### config.mk
export PLATFORM = sky130hd
export DESIGN_NAME = mus_to_midi_event_converter_core
export DESIGN_NICKNAME = d
export VERILOG_FILES = /design/src/hw/rtl/m2m_pkg.sv /design/src/hw/rtl/m2m_parser.sv /design/src/hw/rtl/m2m_cmd_fifo.sv /design/src/hw/rtl/m2m_emitter.sv /design/src/hw/rtl/mus_to_midi_event_converter_core.sv
export SDC_FILE = /design/constraint.sdc
export NUM_CORES = 1
export LEC_CHECK = 0
export BUFFER_PORTS_ARGS = -buffer_cell sky130_fd_sc_hd__buf_2
export CAP_MARGIN = 10
export CORE_MARGIN = 3
export CORE_UTILIZATION = 55
export CTS_CLUSTER_SIZE = 12
export DETAILED_ROUTE_END_ITERATION = 8
export PLACE_DENSITY = 0.83
export SYNTH_ARGS = -nofsm -noshare
export SYNTH_HDL_FRONTEND = slang
export SYNTH_SLANG_ARGS = --single-unit
### constraint.sdc
create_clock -name clk -period 13.6 [get_ports clk]
set_input_delay 1.36 -clock clk [delete_from_list [all_inputs] [get_ports clk]]
set_output_delay 1.36 -clock clk [all_outputs]
set_load 0.01 [all_outputs]
### src/hw/rtl/m2m_pkg.sv
// Shared types and constants for the MUS to MIDI event converter.
package m2m_pkg;

  localparam logic [27:0] DELAY_MAX = 28'hFFFFFFF;

  typedef struct packed {
    logic [7:0] score_byte;
    logic       start_of_score;
  } m2m_in_t;

  typedef struct packed {
    logic [7:0]  midi_byte;
    logic        byte_valid;
    logic        last_of_run;
    logic        score_done;
    logic [1:0]  status;
    logic [31:0] track_length;
  } m2m_out_t;

  typedef enum logic [2:0] {
    PH_DESC    = 3'd0,
    PH_OPERAND = 3'd1,
    PH_SECOND  = 3'd2,
    PH_DELAY   = 3'd3,
    PH_DONE    = 3'd4,
    PH_HALT    = 3'd5
  } m2m_phase_t;

  typedef enum logic [1:0] {
    ST_OK      = 2'd0,
    ST_BAD_EV  = 2'd1,
    ST_BAD_CTL = 2'd2
  } m2m_status_t;

  // Command kinds handed from the parser to the byte emitter.
  typedef enum logic [1:0] {
    CMD_EVENT3 = 2'd0,  // delta + status + a + b
    CMD_EVENT2 = 2'd1,  // delta + status + a
    CMD_FAIL   = 2'd2,  // status-only result
    CMD_END    = 2'd3   // delta + FF 2F 00, with length
  } m2m_cmd_kind_t;

  typedef struct packed {
    m2m_cmd_kind_t kind;
    logic          clear;    // reset byte count before this command
    logic          last;     // final command caused by this input byte
    logic [27:0]   delta;
    logic [7:0]    st;
    logic [7:0]    a;
    logic [7:0]    b;
    logic [1:0]    code;
  } m2m_cmd_t;

  // Standard MUS controller number to MIDI controller number.
  function automatic logic [6:0] ctl_map(input logic [3:0] n);
    logic [6:0] v;
    case (n)
      4'd0:  v = 7'h00;
      4'd1:  v = 7'h20;
      4'd2:  v = 7'h01;
      4'd3:  v = 7'h07;
      4'd4:  v = 7'h0A;
      4'd5:  v = 7'h0B;
      4'd6:  v = 7'h5B;
      4'd7:  v = 7'h5D;
      4'd8:  v = 7'h40;
      4'd9:  v = 7'h43;
      4'd10: v = 7'h78;
      4'd11: v = 7'h7B;
      4'd12: v = 7'h7E;
      4'd13: v = 7'h7F;
      4'd14: v = 7'h79;
      default: v = 7'h00;
    endcase
    return v;
  endfunction

endpackage

### src/hw/rtl/m2m_parser.sv
// Front end: parses MUS bytes, maps channels and issues emit commands.
module m2m_parser import m2m_pkg::*; #(
  parameter int CHANNEL_COUNT     = 16,
  parameter int MIDI_DRUM_CHANNEL = 9,
  parameter int MUS_DRUM_CHANNEL  = 15
) (
  input  logic     clk,
  input  logic     rst_n,
  input  logic     in_push,
  output logic     in_full,
  input  m2m_in_t  in_data,
  output logic     cmd_push,
  input  logic     cmd_room2,   // queue has space for two commands
  output m2m_cmd_t cmd_a,
  output logic     cmd_b_push,
  output m2m_cmd_t cmd_b
);

  localparam logic [3:0] LAST_CH = 4'(CHANNEL_COUNT - 1);
  localparam logic [3:0] MDRUM   = 4'(MIDI_DRUM_CHANNEL);
  localparam logic [3:0] SDRUM   = 4'(MUS_DRUM_CHANNEL);

  m2m_phase_t  phase_r, phase_nxt;
  logic [7:0]  desc_r, desc_nxt;
  logic [7:0]  held_r, held_nxt;
  logic [15:0] asg_v_r, asg_v_nxt;
  logic [3:0]  asg_c_r [16];
  logic        hi_v_r, hi_v_nxt;
  logic [3:0]  hi_c_r, hi_c_nxt;
  logic [6:0]  vel_r [16];
  logic [27:0] pend_r, pend_nxt;
  logic [27:0] acc_r, acc_nxt;
  logic        clr_pend_r;

  logic        take, clr, clr_any;
  m2m_phase_t  ph;
  logic [7:0]  desc, b, ctlv;
  logic [15:0] asg_v;
  logic        hi_v;
  logic [3:0]  chn, idx, ch, alloc_c, alloc_idx;
  logic [27:0] pend, acc;
  logic [4:0]  r;
  logic        do_alloc, vel_we;
  logic [3:0]  vel_idx;
  logic [35:0] acc_w;
  logic [28:0] psum;
  logic [13:0] pw;
  m2m_cmd_t    ev;
  logic        ev_v;

  assign in_full = !cmd_room2;
  assign take    = in_push && cmd_room2;
  assign b       = in_data.score_byte;
  assign clr     = in_data.start_of_score;
  // Carry a restart that produced no command to the next command issued
  assign clr_any = clr || clr_pend_r;

  always_comb begin
    ph    = clr ? PH_DESC : phase_r;
    desc  = clr ? 8'd0 : desc_r;
    asg_v = clr ? 16'd0 : asg_v_r;
    hi_v  = clr ? 1'b0 : hi_v_r;
    pend  = clr ? 28'd0 : pend_r;
    acc   = clr ? 28'd0 : acc_r;
  end

  // Channel of the current descriptor
  always_comb begin
    chn = desc[3:0];
    idx = (chn > LAST_CH) ? LAST_CH : chn;
    if (chn == SDRUM) ch = MDRUM;
    else              ch = asg_c_r[idx];
    if (!asg_v[idx] && chn != SDRUM) ch = 4'd0;
  end

  always_comb begin
    phase_nxt = ph;
    desc_nxt  = desc;
    held_nxt  = clr ? 8'd0 : held_r;
    asg_v_nxt = asg_v;
    hi_v_nxt  = hi_v;
    hi_c_nxt  = hi_c_r;
    pend_nxt  = pend;
    acc_nxt   = acc;
    do_alloc  = 1'b0;
    alloc_idx = b[3:0] > LAST_CH ? LAST_CH : b[3:0];
    r         = hi_v ? {1'b0, hi_c_r} + 5'd1 : 5'd0;
    if (r == {1'b0, MDRUM}) r = r + 5'd1;
    alloc_c   = (r > 5'd15) ? 4'd15 : r[3:0];
    vel_we    = 1'b0;
    vel_idx   = ch;
    ctlv      = b[7] ? 8'h7F : b;
    pw        = {b, 6'd0};
    acc_w     = {acc, 8'd0} >> 1;
    acc_w     = acc_w + {29'd0, b[6:0]};
    psum      = {1'b0, pend} + {1'b0, acc_nxt};
    cmd_a     = '0;
    cmd_b     = '0;
    ev        = '0;
    ev_v      = 1'b0;
    cmd_a.clear = clr_any;
    ev.delta  = pend;

    unique case (ph)
      PH_DESC: begin
        desc_nxt = b;
        if (b[3:0] != SDRUM && !asg_v[alloc_idx]) do_alloc = 1'b1;
        if (b[6:4] <= 3'd4) phase_nxt = PH_OPERAND;
        else if (b[6:4] == 3'd6) begin
          ev_v = 1'b1; ev.kind = CMD_END;
          ev.st = 8'hFF; ev.a = 8'h2F; ev.b = 8'h00;
          phase_nxt = PH_DONE;
        end else begin
          ev_v = 1'b1; ev.kind = CMD_FAIL; ev.code = ST_BAD_EV;
          phase_nxt = PH_HALT;
        end
      end
      PH_OPERAND: begin
        held_nxt = b;
        phase_nxt = desc[7] ? PH_DELAY : PH_DESC;
        unique case (desc[6:4])
          3'd0: begin
            ev_v = 1'b1; ev.st = {4'h8, ch}; ev.a = {1'b0, b[6:0]};
          end
          3'd1: begin
            if (b[7]) phase_nxt = PH_SECOND;
            else begin
              ev_v = 1'b1; ev.st = {4'h9, ch}; ev.a = {1'b0, b[6:0]};
              ev.b = {1'b0, vel_r[ch]};
            end
          end
          3'd2: begin
            ev_v = 1'b1; ev.st = {4'hE, ch};
            ev.a = {1'b0, pw[6:0]}; ev.b = {1'b0, pw[13:7]};
          end
          3'd3: begin
            if (b >= 8'd10 && b <= 8'd14) begin
              ev_v = 1'b1; ev.st = {4'hB, ch}; ev.a = {1'b0, ctl_map(b[3:0])};
            end else begin
              ev_v = 1'b1; ev.kind = CMD_FAIL; ev.code = ST_BAD_CTL;
              phase_nxt = PH_HALT;
            end
          end
          3'd4: phase_nxt = PH_SECOND;
          default: phase_nxt = PH_HALT;
        endcase
      end
      PH_SECOND: begin
        phase_nxt = desc[7] ? PH_DELAY : PH_DESC;
        ev_v = 1'b1;
        if (desc[6:4] == 3'd1) begin
          vel_we = 1'b1;
          ev.st = {4'h9, ch}; ev.a = {1'b0, held_r[6:0]}; ev.b = {1'b0, b[6:0]};
        end else if (held_r == 8'd0) begin
          ev.kind = CMD_EVENT2; ev.st = {4'hC, ch}; ev.a = {1'b0, b[6:0]};
        end else if (held_r <= 8'd9) begin
          ev.st = {4'hB, ch}; ev.a = {1'b0, ctl_map(held_r[3:0])}; ev.b = ctlv;
        end else begin
          ev.kind = CMD_FAIL; ev.code = ST_BAD_CTL;
          phase_nxt = PH_HALT;
        end
      end
      PH_DELAY: begin
        acc_nxt = (acc_w > {8'd0, DELAY_MAX}) ? DELAY_MAX : acc_w[27:0];
        if (!b[7]) begin
          psum     = {1'b0, pend} + {1'b0, acc_nxt};
          pend_nxt = psum[28] ? DELAY_MAX : psum[27:0];
          acc_nxt  = 28'd0;
          phase_nxt = PH_DESC;
        end
      end
      default: ;
    endcase

    if (ev_v && ev.kind != CMD_FAIL) pend_nxt = 28'd0;
    if ((ph == PH_OPERAND || ph == PH_SECOND) && ev_v && ev.kind != CMD_FAIL && desc[7])
      acc_nxt = 28'd0;

    if (do_alloc) begin
      asg_v_nxt[alloc_idx] = 1'b1;
      hi_v_nxt = 1'b1;
      hi_c_nxt = alloc_c;
      cmd_a.kind = CMD_EVENT3; cmd_a.delta = pend;
      cmd_a.st = {4'hB, alloc_c}; cmd_a.a = 8'h7B; cmd_a.b = 8'h00;
      cmd_a.last = !ev_v;
      ev.delta = 28'd0;
      ev.last = 1'b1;
      if (!ev_v) pend_nxt = 28'd0;
      cmd_b = ev;
    end else begin
      ev.clear = clr_any;
      ev.last = 1'b1;
      cmd_a = ev;
    end
  end

  assign cmd_push   = take && (do_alloc || ev_v);
  assign cmd_b_push = take && do_alloc && ev_v;

  always_ff @(posedge clk) begin
    if (!rst_n) begin
      phase_r    <= PH_DESC;
      desc_r     <= 8'd0;
      held_r     <= 8'd0;
      asg_v_r    <= 16'd0;
      hi_v_r     <= 1'b0;
      pend_r     <= 28'd0;
      acc_r      <= 28'd0;
      clr_pend_r <= 1'b0;
    end else if (take) begin
      phase_r    <= phase_nxt;
      desc_r     <= desc_nxt;
      held_r     <= held_nxt;
      asg_v_r    <= asg_v_nxt;
      hi_v_r     <= hi_v_nxt;
      pend_r     <= pend_nxt;
      acc_r      <= acc_nxt;
      clr_pend_r <= clr_any && !(do_alloc || ev_v);
    end
  end

  always_ff @(posedge clk) begin
    if (take) begin
      hi_c_r <= hi_c_nxt;
      if (do_alloc) asg_c_r[alloc_idx] <= alloc_c;
    end
  end

  always_ff @(posedge clk) begin
    if (!rst_n) begin
      for (int i = 0; i < 16; i++) vel_r[i] <= 7'h7F;
    end else if (take && vel_we) begin
      vel_r[vel_idx] <= b[6:0];
    end
  end

endmodule

### src/hw/rtl/m2m_cmd_fifo.sv
// Command queue between parser and emitter; takes up to two entries per cycle.
module m2m_cmd_fifo import m2m_pkg::*; (
  input  logic     clk,
  input  logic     rst_n,
  input  logic     wr_a,
  input  m2m_cmd_t din_a,
  input  logic     wr_b,
  input  m2m_cmd_t din_b,
  output logic     room2,
  output logic     rd_valid,
  input  logic     rd_take,
  output m2m_cmd_t dout
);

  m2m_cmd_t   mem_r [4];
  logic [1:0] wp_r, rp_r;
  logic [2:0] cnt_r, cnt_nxt;

  assign room2    = cnt_r <= 3'd2;
  assign rd_valid = cnt_r != 3'd0;
  assign dout     = mem_r[rp_r];

  always_comb begin
    cnt_nxt = cnt_r + 3'(wr_a) + 3'(wr_b) - 3'(rd_take && rd_valid);
  end

  always_ff @(posedge clk) begin
    if (!rst_n) begin
      wp_r  <= 2'd0;
      rp_r  <= 2'd0;
      cnt_r <= 3'd0;
    end else begin
      wp_r  <= wp_r + 2'(wr_a) + 2'(wr_b);
      rp_r  <= rp_r + 2'(rd_take && rd_valid);
      cnt_r <= cnt_nxt;
    end
  end

  always_ff @(posedge clk) begin
    if (wr_a) mem_r[wp_r] <= din_a;
    if (wr_b) mem_r[wp_r + 2'd1] <= din_b;
  end

endmodule

### src/hw/rtl/m2m_emitter.sv
// Back end: serializes commands into MIDI track bytes with delta times.
module m2m_emitter import m2m_pkg::*; (
  input  logic     clk,
  input  logic     rst_n,
  input  logic     cmd_valid,
  input  m2m_cmd_t cmd,
  output logic     cmd_take,
  output logic     out_empty,
  input  logic     out_pop,
  output m2m_out_t out_data
);

  logic [2:0]  step_r, step_nxt;
  logic [31:0] cnt_r, cnt_nxt, base;
  logic        ov_r;
  m2m_out_t    ob_r, ob;
  logic [1:0]  grp;
  logic [2:0]  nsteps;
  logic [1:0]  g;
  logic [6:0]  v;
  logic        adv, is_last;

  assign out_empty = !ov_r;
  assign out_data  = ob_r;
  assign adv       = cmd_valid && (!ov_r || out_pop);
  assign base      = cmd.clear ? 32'd0 : cnt_r;

  always_comb begin
    if (cmd.delta[27:21] != 7'd0)      grp = 2'd3;
    else if (cmd.delta[20:14] != 7'd0) grp = 2'd2;
    else if (cmd.delta[13:7] != 7'd0)  grp = 2'd1;
    else                               grp = 2'd0;
    case (cmd.kind)
      CMD_EVENT2: nsteps = 3'(grp) + 3'd3;
      CMD_FAIL:   nsteps = 3'd1;
      default:    nsteps = 3'(grp) + 3'd4;
    endcase
    is_last = (step_r + 3'd1) == nsteps;
    g = 2'(grp - 2'(step_r));
    case (g)
      2'd3:    v = cmd.delta[27:21];
      2'd2:    v = cmd.delta[20:14];
      2'd1:    v = cmd.delta[13:7];
      default: v = cmd.delta[6:0];
    endcase
    ob = '0;
    ob.byte_valid = 1'b1;
    if (cmd.kind == CMD_FAIL) begin
      ob.byte_valid = 1'b0;
      ob.status = cmd.code;
    end else if (step_r <= 3'(grp)) begin
      ob.midi_byte = {(g != 2'd0), v};
    end else if (step_r == 3'(grp) + 3'd1) ob.midi_byte = cmd.st;
    else if (step_r == 3'(grp) + 3'd2)     ob.midi_byte = cmd.a;
    else                                   ob.midi_byte = cmd.b;
    ob.last_of_run = is_last && cmd.last;
    cnt_nxt = (step_r == 3'd0 ? base : cnt_r) + 32'(ob.byte_valid);
    if (cmd.kind == CMD_END && is_last) begin
      ob.score_done   = 1'b1;
      ob.track_length = cnt_nxt;
    end
    step_nxt = is_last ? 3'd0 : step_r + 3'd1;
  end

  assign cmd_take = adv && is_last;

  always_ff @(posedge clk) begin
    if (!rst_n) begin
      step_r <= 3'd0;
      cnt_r  <= 32'd0;
      ov_r   <= 1'b0;
    end else begin
      if (adv) begin
        step_r <= step_nxt;
        cnt_r  <= cnt_nxt;
        ov_r   <= 1'b1;
      end else if (out_pop) begin
        ov_r <= 1'b0;
      end
    end
  end

  always_ff @(posedge clk) begin
    if (adv) ob_r <= ob;
  end

endmodule

### src/hw/rtl/mus_to_midi_event_converter_core.sv
// Top level of the MUS score to MIDI track body converter.
// Push one MUS score byte per transfer; MIDI track bytes come out in order on a
// queue-style result port. The parser takes a byte per cycle while the command
// queue has room for two entries; the emitter sends one result per cycle while
// results are popped in time. An event gives 1 to 7 results by its byte count
// (delta, status and data bytes), a new channel's all-notes-off 4 to 7 more.
// Halted or finished scores give no results until start_of_score.
module mus_to_midi_event_converter_core import m2m_pkg::*; #(
  parameter int CHANNEL_COUNT     = 16,
  parameter int MIDI_DRUM_CHANNEL = 9,
  parameter int MUS_DRUM_CHANNEL  = 15
) (
  input  logic     clk,
  input  logic     rst_n,
  input  logic     in_push,
  output logic     in_full,
  input  m2m_in_t  in_data,
  output logic     out_empty,
  input  logic     out_pop,
  output m2m_out_t out_data
);

  m2m_cmd_t cmd_a, cmd_b, q_dout;
  logic     wr_a, wr_b, room2, q_valid, q_take;

  // Front: classify score bytes into commands
  m2m_parser #(
    .CHANNEL_COUNT(CHANNEL_COUNT),
    .MIDI_DRUM_CHANNEL(MIDI_DRUM_CHANNEL),
    .MUS_DRUM_CHANNEL(MUS_DRUM_CHANNEL)
  ) u_parser (
    .clk, .rst_n, .in_push, .in_full, .in_data,
    .cmd_push(wr_a), .cmd_room2(room2), .cmd_a,
    .cmd_b_push(wr_b), .cmd_b
  );

  // Queue: decouple parsing from serialization
  m2m_cmd_fifo u_fifo (
    .clk, .rst_n, .wr_a, .din_a(cmd_a), .wr_b, .din_b(cmd_b),
    .room2, .rd_valid(q_valid), .rd_take(q_take), .dout(q_dout)
  );

  // Back: transfer bytes out
  m2m_emitter u_emit (
    .clk, .rst_n, .cmd_valid(q_valid), .cmd(q_dout), .cmd_take(q_take),
    .out_empty, .out_pop, .out_data
  );

endmodule
==> results.md <==
- Maxcap violations: 0
- CP Capture Type: flop
- Yosys reg bits: 591
- Fin. max-slew vios: 0
- Post-synth EDFFs: 332
- Gr ovfl total: 0
- RSZ-0062 raised after global routing: no
- Slew of the pin with the lowest slew margin: 1.20 ns
- Pwr per Cell Area: 154 nW/um^2
- Root Driver: clkbuf_16
- Routed wire length: 78.2 mm
- M1 WL: 30.8 mm
- Worst Path Arrival: 6.31 ns
- TritonCTS clock tree: done
- CTS resizes: 0
- Met2 WL: 37.2 mm
- Layout Nets: 3036
- DR vias: 23.6k
- Via density: 6.39
- Avg WL per Cell: 21.1 microns
- LEAKAGE: 11.1 nW
- Slowest CP cell: buf_4
- Setup CP Type: flop to flop
- Fraction of layout cells with a size suffix above 1: 12.1%
- First-pass GRT wire length: 124 mm
- Final Instance Count excl. Fillers: 3701
- Routability congestion estimate: 0.992
- Mean Syn Cell Area: 9.88 sq um
- Clock skew: 0.0230 ns
- Pre-antenna DRT Iters: 7
- Hold WC Path Type: flop to flop
- Seq/Total Area, Yosys: 50.7%
- Placed wire-length estimate: 50.9 mm
- Worst stage delay on the critical path: 0.72 ns
- Async SR Flop Fraction: 0%
- Ports: 60
- # rows: 84
- Synth Flop Type: edfxtp_1
- Setup TNS: 0 ns
- # Post-CTS Setup Buffers: 0
- Critical Path, Cell by Cell: buf_4, mux4_2, or4_1, nor4_1, o21a_2, inv_1, ha_1, nor3b_1, a21oi_1, xnor2_1, nor3_4, and2_1, ha_1, inv_1, fa_1, fa_1, xor2_1, nor2_1
- Crit Path Max Fanout: 57
- Violation count after the first detailed-route iteration: 3172
- CTS Hold Buffers Added: 0
- Fin. Hold Viols: 0
- Minimum period implied by the final worst setup slack: 5.84 ns
- TritonCTS Buffers: 61
- Initial Util: 56.2%
- Hold WS: 0.432 ns
- Fin crit share: 42.9%
- Setup violations, final: 0
- Total track usage: 27.0%
- Die ar.: 57100 sq um
- DRC: 0
- Post-synth cell types: 92
- Inst Count DP: 3583
- Hold Path Cell Cnt: 2
- F_max: 0.171 GHz
- Most frequent cells in the layout: nand2_1, edfxtp_1, nor2_1
- Sink Count: 591
- DIE HEIGHT: 239 microns
- Worst-path clk slew: 0.06 ns
- Top layer reached by signal wires: met4
- Met3 WL post-DR: 7.56 mm
- Fillers: 4066
- Port bufs: 59
- Initial antenna violation count: 2
- CORE AREA: 53200 sq um
- Warnings, synthesis: 0
- Largest net degree at the start of global routing: 72
- Worst Reg-to-Reg Cells: 18
- Clk buf depth: 3
- Post-Syn Area: 29900 sq um
- Vias in the first global route: 22.7k
- Outcome: finished, final reports clean
- Critical Path RT: 14.07 ns
- Worst IR Drop VDD: 149 uV
- CP Launch Type: flop
- Slew margin rel.: 19.6%
- Commonest non-fill, non-tap cell in the layout: nand2_1
- Worst-Skew Late Latency: 0.64 ns
- Synth-to-Final Area Change: 8.77%
- ANT nets after route: 0
- Die X: 239 microns
- H-Tree Depth: 2
- Synth Instances: 3024
registers in the layout, indices dropped and copies added, names as in the netlist, 3 cells and up, named ones only:
signal and flops:
u_parser.hi_c_r 4, u_parser.desc_r 8, u_parser.pend_r 28, u_emit.cnt_r 32, u_parser.vel_r 112, u_emit.step_r 3, u_parser.asg_c_r 63, u_emit.out_data 45
u_fifo.mem_r 224, u_parser.phase_r 3, u_parser.held_r 8, u_fifo.cnt_r 3, u_parser.asg_v_r 16, u_parser.acc_r 28
report_power, final:
| part | internal (W) | leakage [nW] | switching (W) | total [W] |
|---|---|---|---|---|
| combinational | 0.000374 | 5.15 | 0.000822 | 0.00120 |
| sequential | 0.00209 | 4.98 | 0.0000888 | 0.00217 |
| clock | 0.000938 | 0.931 | 0.000693 | 0.00163 |
| total | 0.00340 | 11.1 | 0.00160 | 0.00500 |
worst paths after layout:
check	startpoint	end	slack (ns)
setup reg to reg	u_fifo.rp_r[1]$_SDFF_PN0_	u_fifo.cnt_r[2]$_SDFF_PN0_	7.76
hold / removal	u_parser.pend_r[16]$_SDFFE_PN0P_	u_parser.pend_r[16]$_SDFFE_PN0P_	0.43
hold reg to reg	u_parser.pend_r[16]$_SDFFE_PN0P_	u_parser.pend_r[16]$_SDFFE_PN0P_	0.43
setup / recovery	u_fifo.rp_r[1]$_SDFF_PN0_	u_fifo.cnt_r[2]$_SDFF_PN0_	7.76
through the flow:
| stage | setup WS, ns | area [sq um] | power, W | utilization [%] |
|---|---|---|---|---|
| floorplan | 7.93 | 29900 | 0.00301 | - |
| global placement | 7.68 | 30500 | 0.00333 | 57.3 |
| detailed placement | 7.48 | 30500 | 0.00337 | 57.3 |
| CTS | 7.79 | 32400 | 0.00499 | 61.0 |
| global route | 7.41 | 32500 | 0.00520 | 61.1 |
| finish | 7.76 | 32500 | 0.00500 | 61.1 |
synth_stat cells, types with 47 or more instances:
cell | instances | area [sq um]
nand3_1 | 61 | 305
edfxtp_1 | 332 | 9970
o21ai_0 | 138 | 691
mux2i_1 | 58 | 581
inv_1 | 58 | 218
nand2_1 | 493 | 1850
nor2b_1 | 63 | 394
mux4_2 | 73 | 1640
nor2_1 | 276 | 1040
ha_1 | 58 | 726
dfxtp_1 | 259 | 5180
a21oi_1 | 271 | 1360
nor3_1 | 47 | 235
or3_1 | 70 | 438
clkbuf_1 | 197 | 739
final cells by class:
class                      instances  area [sq um]  share of cell area [%]
sequential                       591         15200                    46.7
timing repair buffer             109           714                    2.20
antenna                            2          5.00                  0.0154
inverter                          60           226                   0.697
multi-input combinational       2138         13600                    41.8
clock buffer                      96          1750                    5.39
tap                              688           861                    2.65
clock inverter                    17           189                   0.581
worst max-delay path: cells and delay by family, from the launching register on:
| kind | cells | cell delay [ns] |
|---|---|---|
| xor+xnor | 2 | 0.33 |
| fa+ha+maj | 4 | 1.33 |
| flops | 1 | 0.31 |
| buf+inv | 3 | 0.87 |
| compound gates | 2 | 0.32 |
| mux | 1 | 0.62 |
| simple gates | 6 | 1.87 |
metal layers:
layer,track usage [%],up-vias
met5,0,-
li1,-,10732
met1,36.5,11287
met2,44.3,1410
met3,4.30,210
met4,9.88,0
kinds of logic (layout without fill, tap and decap cells):
family          after synthesis  count (layout)  share of synthesized area (%)
simple gates               1190            1190                           18.8
compound gates              669             669                           13.8
flops                       591             591                           50.7
buf+inv                     297             282                           3.96
mux                         149             149                           8.13
xor+xnor                     65              65                           1.91
fa+ha+maj                    62              62                           2.70
other cells                   1               5                         0.0126
Note: power is estimated with default switching activity, not from simulation.
